===== src/sv/tlbl_pkg.sv =====
// Shared constants and types for the TLB address translator.
// Used by tlbl_lru and tlb_lru_page_translator; depends on nothing else.
`default_nettype none

package tlbl_pkg;

  localparam int ADDR_W      = 16;
  localparam int OFFSET_BITS = 8;
  localparam int FRAME_BITS  = ADDR_W - OFFSET_BITS;
  localparam int PAGE_COUNT  = 256;
  localparam int PAGE_BITS   = $clog2(PAGE_COUNT);
  localparam int TLB_ENTRIES = 16;
  localparam int TLB_IDX_W   = $clog2(TLB_ENTRIES);
  localparam int TLB_USED_W  = $clog2(TLB_ENTRIES + 1);

  typedef struct packed {
    logic                  hit;
    logic [FRAME_BITS-1:0] frame;
  } tlbl_lookup_t;

endpackage

`default_nettype wire


===== src/sv/tlbl_lru.sv =====
// TLB storage kept in least-recently-used order, with lookup and reorder logic.
// Depends on tlbl_pkg.
`default_nettype none

module tlbl_lru
  import tlbl_pkg::*;
(
  input  logic                  clk,
  input  logic                  rst,
  input  logic [PAGE_BITS-1:0]  page,
  input  logic                  update,
  input  logic [FRAME_BITS-1:0] frame,
  output tlbl_lookup_t          lookup
);

  logic [PAGE_BITS-1:0]  tlb_page  [TLB_ENTRIES];
  logic [FRAME_BITS-1:0] tlb_frame [TLB_ENTRIES];
  logic [TLB_USED_W-1:0] tlb_used;
  logic [TLB_USED_W-1:0] tlb_used_next;

  logic [TLB_ENTRIES-1:0] match;
  logic                   hit;
  logic [TLB_IDX_W-1:0]   hit_idx;
  logic                   full;
  logic                   shift_en;
  logic [TLB_USED_W-1:0]  shift_from;
  logic [TLB_USED_W-1:0]  last;

  always_comb begin
    for (int i = 0; i < TLB_ENTRIES; i++) begin
      match[i] = (TLB_USED_W'(i) < tlb_used) && (tlb_page[i] == page);
    end
  end

  always_comb begin
    hit     = 1'b0;
    hit_idx = '0;
    for (int i = TLB_ENTRIES - 1; i >= 0; i--) begin
      if (match[i]) begin
        hit     = 1'b1;
        hit_idx = TLB_IDX_W'(i);
      end
    end
  end

  assign full       = (tlb_used == TLB_USED_W'(TLB_ENTRIES));
  assign shift_en   = hit || full;
  assign shift_from = hit ? TLB_USED_W'(hit_idx) : '0;
  assign last       = shift_en ? (tlb_used - 1'b1) : tlb_used;

  assign lookup.hit   = hit;
  assign lookup.frame = tlb_frame[hit_idx];

  // Entries between the removed slot and the last slot move down by one, and
  // the entry just used goes to the most recently used slot.
  for (genvar k = 0; k < TLB_ENTRIES; k++) begin : g_slot
    if (k < TLB_ENTRIES - 1) begin : g_shift
      always_ff @(posedge clk) begin
        if (update) begin
          if (TLB_USED_W'(k) == last) begin
            tlb_page[k]  <= page;
            tlb_frame[k] <= frame;
          end else if (shift_en && TLB_USED_W'(k) >= shift_from && TLB_USED_W'(k) < last) begin
            tlb_page[k]  <= tlb_page[k+1];
            tlb_frame[k] <= tlb_frame[k+1];
          end
        end
      end
    end else begin : g_top
      always_ff @(posedge clk) begin
        if (update && TLB_USED_W'(k) == last) begin
          tlb_page[k]  <= page;
          tlb_frame[k] <= frame;
        end
      end
    end
  end

  assign tlb_used_next = (update && !hit && !full) ? tlb_used + 1'b1 : tlb_used;

  always_ff @(posedge clk) begin
    if (rst) begin
      tlb_used <= '0;
    end else begin
      tlb_used <= tlb_used_next;
    end
  end

  // Valid entries always hold distinct pages.
  a_unique_match: assert property (@(posedge clk) disable iff (rst) $onehot0(match))
    else $error("more than one TLB entry matches the page");

  a_used_bound: assert property (@(posedge clk) disable iff (rst)
    tlb_used <= TLB_USED_W'(TLB_ENTRIES))
    else $error("TLB fill count exceeds the entry count");

  a_fill_grows: assert property (@(posedge clk) disable iff (rst)
    update && !hit && !full |=> tlb_used == $past(tlb_used) + 1'b1)
    else $error("TLB fill count did not grow on a miss");

  a_update_lands: assert property (@(posedge clk) disable iff (rst)
    update |=> lookup.hit || $past(page) != page)
    else $error("updated page is missing from the TLB");

endmodule

`default_nettype wire


===== src/sv/tlb_lru_page_translator.sv =====
// Top level of the address translator: input register, page table, result register.
// Depends on tlbl_pkg and tlbl_lru.
`default_nettype none

// At the accepting edge the address is registered and the page table frame
// memory is read into a register; once the output register is free, the TLB
// compare, the least-recently-used reorder, the page table update and the
// loading of the result register are done together. The single read port of
// the page table memory and the state that each address leaves for the next
// one keep the block from taking a new address until the last one completes.
// A finished result waits in the output register while the next address is
// taken; the block holds that address until the output frees up.
// Page table valid bits sit in flip-flops that reset clears, so no clearing
// pass follows reset.
module tlb_lru_page_translator
  import tlbl_pkg::*;
(
  input  logic              clk,
  input  logic              rst,
  input  logic              in_valid,
  output logic              in_stall,
  input  logic [ADDR_W-1:0] logical_address,
  output logic              out_valid,
  input  logic              out_stall,
  output logic [ADDR_W-1:0] physical_address,
  output logic              tlb_hit,
  output logic              page_fault
);

  logic                   busy;
  logic                   accept;
  logic                   complete;
  logic [PAGE_BITS-1:0]   in_page;
  logic [PAGE_BITS-1:0]   cur_page;
  logic [OFFSET_BITS-1:0] cur_offset;
  logic [PAGE_COUNT-1:0]  table_valid;
  logic [FRAME_BITS-1:0]  table_frame [PAGE_COUNT];
  logic [FRAME_BITS-1:0]  table_rd;
  logic [FRAME_BITS-1:0]  next_free_frame;
  logic                   fault;
  logic [FRAME_BITS-1:0]  frame;
  tlbl_lookup_t           lookup;

  assign in_stall = busy;
  assign accept   = in_valid && !busy;
  assign complete = busy && (!out_valid || !out_stall);
  assign in_page  = PAGE_BITS'(logical_address >> OFFSET_BITS);

  tlbl_lru u_lru (
    .clk    (clk),
    .rst    (rst),
    .page   (cur_page),
    .update (complete),
    .frame  (frame),
    .lookup (lookup)
  );

  assign fault = !lookup.hit && !table_valid[cur_page];

  always_comb begin
    if (lookup.hit) begin
      frame = lookup.frame;
    end else if (table_valid[cur_page]) begin
      frame = table_rd;
    end else begin
      frame = next_free_frame;
    end
  end

  always_ff @(posedge clk) begin
    if (accept) begin
      table_rd <= table_frame[in_page];
    end
    if (complete && fault) begin
      table_frame[cur_page] <= next_free_frame;
    end
  end

  always_ff @(posedge clk) begin
    if (rst) begin
      busy            <= 1'b0;
      out_valid       <= 1'b0;
      table_valid     <= '0;
      next_free_frame <= '0;
    end else begin
      if (accept) begin
        busy <= 1'b1;
      end else if (complete) begin
        busy <= 1'b0;
      end
      if (complete) begin
        out_valid <= 1'b1;
      end else if (!out_stall) begin
        out_valid <= 1'b0;
      end
      if (complete && fault) begin
        table_valid[cur_page] <= 1'b1;
        next_free_frame       <= next_free_frame + 1'b1;
      end
    end
  end

  always_ff @(posedge clk) begin
    if (accept) begin
      cur_page   <= in_page;
      cur_offset <= logical_address[OFFSET_BITS-1:0];
    end
    if (complete) begin
      physical_address <= {frame, cur_offset};
      tlb_hit          <= lookup.hit;
      page_fault       <= fault;
    end
  end

  a_hit_no_fault: assert property (@(posedge clk) disable iff (rst)
    out_valid |-> !(tlb_hit && page_fault))
    else $error("result flags both a TLB hit and a page fault");

  a_fault_marks: assert property (@(posedge clk) disable iff (rst)
    complete && fault |=> table_valid[$past(cur_page)])
    else $error("faulting page was not marked valid in the page table");

  a_frame_advance: assert property (@(posedge clk) disable iff (rst)
    complete && fault |=> next_free_frame == FRAME_BITS'($past(next_free_frame) + 1'b1))
    else $error("free frame counter did not advance after a fault");

  a_hold_item: assert property (@(posedge clk) disable iff (rst)
    busy && !complete |=> busy && $stable(cur_page) && $stable(cur_offset))
    else $error("waiting transaction was lost or changed");

endmodule

`default_nettype wire

===== config.mk =====
export PLATFORM = sky130hd
export DESIGN_NAME = tlb_lru_page_translator
export DESIGN_NICKNAME = d
export VERILOG_FILES = /design/src/sv/tlbl_pkg.sv /design/src/sv/tlbl_lru.sv /design/src/sv/tlb_lru_page_translator.sv
export SDC_FILE = /design/constraint.sdc
export NUM_CORES = 2
export LEC_CHECK = 0
export BUFFER_PORTS_ARGS = -buffer_cell sky130_fd_sc_hd__buf_2
export CAP_MARGIN = 20
export CORE_MARGIN = 4
export CORE_UTILIZATION = 60
export DETAILED_ROUTE_END_ITERATION = 7
export PLACE_DENSITY_LB_ADDON = 0.15
export SKIP_CTS_REPAIR_TIMING = 1
export SYNTH_ARGS = -nofsm -noshare
export SYNTH_HDL_FRONTEND = slang
export SYNTH_SLANG_ARGS = --single-unit

===== constraint.sdc =====
create_clock -name clk -period 6.35 [get_ports clk]
set_input_delay 1.27 -clock clk [delete_from_list [all_inputs] [get_ports clk]]
set_output_delay 1.27 -clock clk [all_outputs]
set_load 0.03 [all_outputs]

## Word-level counts from Yosys, hierarchy flattened

Memories as Yosys holds them, arrays and structs flattened. A register that Yosys moved wholly into a read port is not among the register bits.
Cells that the tools add are included.

- Register bits after elaboration: 305
- Memory bits (writable): 2304
- Output and inout bits: 20
- Memories: 3

- $add $sub $neg: 3
- Magnitude comparators: 48
- Equal/unequal tests: 33
- Muxes and demuxes: 183
- Bitwise logic cells: 31
- Reduce and logical (&&, ||, !) cells: 64

Memories:

| memory | depth | width | rd ports | clocked after memory_dff | wr ports | line | text |
|---|---|---|---|---|---|---|---|
| table_frame | 256 | 8 | 1 | 1 | 1 | tlb_lru_page_translator.sv:37 | `logic [FRAME_BITS-1:0] table_frame [PAGE_COUNT];` |
| u_lru.tlb_frame | 16 | 8 | 16 | 0 | 16 | tlbl_lru.sv:17 | `logic [FRAME_BITS-1:0] tlb_frame [TLB_ENTRIES];` |
| u_lru.tlb_page | 16 | 8 | 16 | 0 | 16 | tlbl_lru.sv:16 | `logic [PAGE_BITS-1:0] tlb_page [TLB_ENTRIES];` |

Operator list:

| kind | count |
|---|---|
| 2-to-1 mux 8 bit | 32 |
| OR 256 bit | 1 |
| 2-to-1 mux 1 bit | 131 |
| == test 8 bit | 16 |
| less-than comparator 4 x 5 -> 1 bit, first input constant | 15 |
| 2-to-1 mux 4 bit | 17 |
| logical AND 1 bit | 54 |
| == test 4 x 5 -> 1 bit, first input constant | 8 |
| less-than comparator 3 x 5 -> 1 bit, first input constant | 8 |
| greater-or-equal comparator 4 x 5 -> 1 bit, first input constant | 7 |
| OR 1 bit | 30 |
| == test 3 x 5 -> 1 bit, first input constant | 4 |
| greater-or-equal comparator 3 x 5 -> 1 bit, first input constant | 4 |
| less-than comparator 1 x 5 -> 1 bit, first input constant | 4 |
| less-than comparator 2 x 5 -> 1 bit, first input constant | 4 |
| == test 2 x 5 -> 1 bit, first input constant | 2 |
| greater-or-equal comparator 1 x 5 -> 1 bit, first input constant | 2 |
| greater-or-equal comparator 2 x 5 -> 1 bit, first input constant | 2 |
| less-than comparator 8 x 9 -> 1 bit, second input constant | 1 |
| adder 8 x 1 -> 8 bit, second input constant | 1 |
| binary-select mux 1 bit (select 8 bit) | 1 |
| demux 1 bit (select 8 bit) | 1 |
| greater-or-equal comparator 8 x 1 -> 1 bit, second input constant | 1 |
| logical NOT 1 bit | 6 |
| other kinds (9) | 10 |

## Longest topological paths before layout

An unclocked memory read counts as a cell.

- Word-level depth: 28
- Mapped depth: 17
- Mapped depth without buffers: 12

## Hierarchy

Synthesis repeated with hierarchy kept, for this count alone.

- Cells, all modules: 5696
- Area total of the unflattened synthesis: 107204.1 um^2

Modules (own cells, without submodules):

| module | times used | cells each | area an instance (um^2) | seq. area each (um^2) |
|---|---|---|---|---|
| tlb_lru_page_translator | 1 | 4503 | 91844.3 | 68085.3 |
| tlbl_lru | 1 | 1193 | 15359.7 | 7787.5 |

## Least setup slack after synthesis

Ideal clock, no wire load.

- Path kind: register to register
- Start: register next_free_frame[4]
- End: memory u_lru.tlb_frame[0][4] (netlist bit), data pin
- Library setup time: 0.129 ns
- Data arrival time: 4.924 ns
- Required time: 6.221 ns
- Slack: 1.297 ns
- Stages on the path, launching flop included: 7
- Cells stage by stage: dfxtp_1 or3b_2 a211o_1 o2111a_1 o2111ai_1 buf_2 mux2_2

RTL lines:

| element | line | text |
|---|---|---|
| start: declaration | tlb_lru_page_translator.sv:39 | `logic [FRAME_BITS-1:0] next_free_frame;` |
| start signal: assignment | tlb_lru_page_translator.sv:98 | `next_free_frame <= next_free_frame + 1'b1;` |
| end: declaration | tlbl_lru.sv:17 |  |

==> flow_summary.yaml <==
global_route:
  grt_max_degree: 161
  grt_usage: 0.287
  antenna_found_initial: 9
  grt_overflow: 0
  grt_pass1_vias: 55013
  grt_pass1_wl_mm: 381
setup_path:
  reg2regPathDepth: 10
  cp-startpoint: "cur_page[2]"
  cp_slowest_stage_delay_ps: 910
  reg2reg_to: "u_lru.tlb_frame[11][2]"
  crit_path_start_kind: "register"
  crit_buf_inv: 1
  slowest_stage: "or4b_1"
  reg2reg_slack_ps: 720
  path_class: "reg2reg"
  crit_required_ps: 6980
  cp.arrival_ps: 6260
  crit_fanout: 17
  cp-endpoint: "u_lru.tlb_frame[11][2]"
  path_depth: 10
  worstReg2RegStart: "cur_page[2]"
  crit_path_end_kind: "register"
  crit_family: "simple AND/OR/NAND/NOR gates"
  path_cells: "buf_8 -> nor2b_2 -> a32oi_1 -> and3_1 -> a221oi_2 -> o32ai_4 -> mux2i_1 -> nor2_1 -> or4b_1 -> mux2_2"
pwr:
  p_leak_uw: 0.0346
  p_per_area_mw_per_mm2: 302
  ir_drop_mv: 0.276
min_path:
  min-delay-start: "cur_offset[7]"
  min_path_type: "reg2reg"
  whs_path_depth: 0
cells_and_area:
  drive_above_1_share: 0.267
  nets: 5862
  fin_area_mm2: 0.118
  syn2layout_area_growth_pct: 12.2
  fin_cells: 8370
synth:
  ys_warn_count: 0
  synth_seq_cells: 2617
  synthArstFlopShare: 0
  syn-instance-count: 5632
  synth_nets: 5656
  synth_most_common_cell: "edfxtp_1"
  ys_top_cells_by_count: "edfxtp_1 (2346), nor2_1 (860), mux4_2 (728)"
  ys_seq_area_frac: 0.721
  synth_top_area_cell: "edfxtp_1"
  synth_top_cell_area_share: 0.669
  synth_ff_type: "edfxtp_1"
  netlist_area_mm2: 0.105
  synth_area_per_cell_um2: 18.7
  synth.distinct_cells: 92
  synth_edf_count: 2346
  synth_area_leaders: "edfxtp_1 (67%), mux4_2 (16%), dfxtp_1 (5.2%)"
clock_tree:
  htreeDepth: 5
  cts_sinks: 2617
  path_clk_slew_ps: 60
  cts_max_path_buffers: 4
  cts_root_buffer: "clkbuf_16"
  clk_latency_ps: 940
  cts_inserted_buffers: 284
  cts_tree: "built"
timing:
  slew_headroom: 0.203
  fin_skew_ps: 62.5
  hold_viol_final: 0
  worst_slew_pin_slew_ps: 1190
  finalSetupViolCount: 0
  finalSetupTns_ps: 0
  fmax_ghz: 0.178
  period_share: 0.886
  timing.hold.ws_ps: 420
  slew_violations: 0
  post-route-min-period_ps: 5630
  rsz0062_at_grt: "false"
floorplan:
  die-area_mm2: 0.182
  core_mm2: 0.174
  die_w_um: 427
  core.rowCount: 153
  num_io_pins: 40
  die_h_um: 427
  start_util: 0.604
route:
  antenna_left: 0
  wl_per_cell_um: 30.6
  via_per_inst: 6.59
  num_vias: 55140
  wirelength_mm: 256
  drc: 0
  dr.pass1.iters: 7
  drt-initial-drc-count: 7384
placement:
  dpl_cell_area_mm2: 0.109
  place_hpwl_mm: 161
  port_buffers: 39
  place.gp.congestion: 0.919
  dp.cells: 7864
flow_run:
  max_cap_viol_count: 0
run_status:
  run_status: "completed"
## report_power, final
part | total, uW | switching, uW | internal (uW)
logic | 1220 | 758 | 462
registers | 18700 | 43.4 | 18600
clock network | 15800 | 6480 | 9330
## layout by cell type, fill, tap and decap left out, types with 40 or more instances in the layout
cell type / synthesis / layout
buf_4: 16 / 188
clkbuf_1: 186 / 70
clkbuf_16: 0 / 297
clkinv_2: 0 / 40
dfxtp_1: 271 / 263
edfxtp_1: 2346 / 2346
mux2_2: 153 / 153
mux2i_1: 68 / 68
mux4_2: 728 / 728
nand2_1: 171 / 171
nand3_1: 55 / 55
nor2_1: 860 / 859
xnor2_1: 62 / 62
xor2_1: 75 / 75
## worst min path at each step
stage,to,slack (ps)
global placement,physical_address[7],400
finish,physical_address[7],420
detailed placement,physical_address[2],410
floorplan,physical_address[0],400
global route,physical_address[7],430
CTS,physical_address[2],420
## logic make-up after synthesis
| logic type | after synthesis | synth area share |
|---|---|---|
| DFF | 2617 | 0.721 |
| buffers and inverters | 376 | 0.0162 |
| and+or+nand+nor | 1261 | 0.0512 |
| muxes | 977 | 0.182 |
| AOI/OAI and AO/OA | 260 | 0.0179 |
| xor gates and xnor gates | 137 | 0.0114 |
| adders and majority gates | 4 | 0.000476 |
## sequential cells by signal, summed over array words and instances, names as in the netlist, 5 cells and up
signal,cells
table_frame,2048
u_lru.tlb_page,128
u_lru.tlb_frame,128
cur_offset,8
physical_address,16
u_lru.tlb_used,5
table_valid,256
table_rd,8
cur_page,8
next_free_frame,8
## metal layers
| metal | GRT usage | up-vias | wire length, um |
|---|---|---|---|
| met5 | 0 | - | 46 |
| met2 | 0.460 | 2866 | 126000 |
| li1 | - | 22916 | - |
| met4 | 0.0807 | 8 | 7230 |
| met1 | 0.414 | 28887 | 100000 |
| met3 | 0.0510 | 463 | 22500 |
## worst reg2reg max path, delay by kind of cell, from the launching register on
kind / cells / cell delay [ps]
AO/OA/AOI/OAI: 3 / 1660
buffers and inverters: 1 / 260
flip-flops: 1 / 600
AND/OR/NAND/NOR: 4 / 2090
multiplexers: 2 / 740
## final cells by class
| cell class | instances | area [um^2] |
|---|---|---|
| Antenna cell | 1 | 2.50 |
| Clock buffer | 390 | 8010 |
| Clock inverter | 102 | 837 |
| Fill cell | 11108 | 56100 |
| Inverter | 22 | 82.6 |
| Multi-Input combinational cell | 2639 | 27700 |
| Sequential cell | 2617 | 75900 |
| Tap cell | 2325 | 2910 |
| Timing Repair Buffer | 274 | 2600 |
## per-stage QoR
stage               power [uW]  setup WS [ps]   util
global placement         20200            810  0.625
floorplan                19900           1300      -
finish                   35700            721  0.678
global route             36700            529  0.678
detailed placement       20300            695  0.626
CTS                      35900            623  0.677
(Power assumes the default switching activity.)
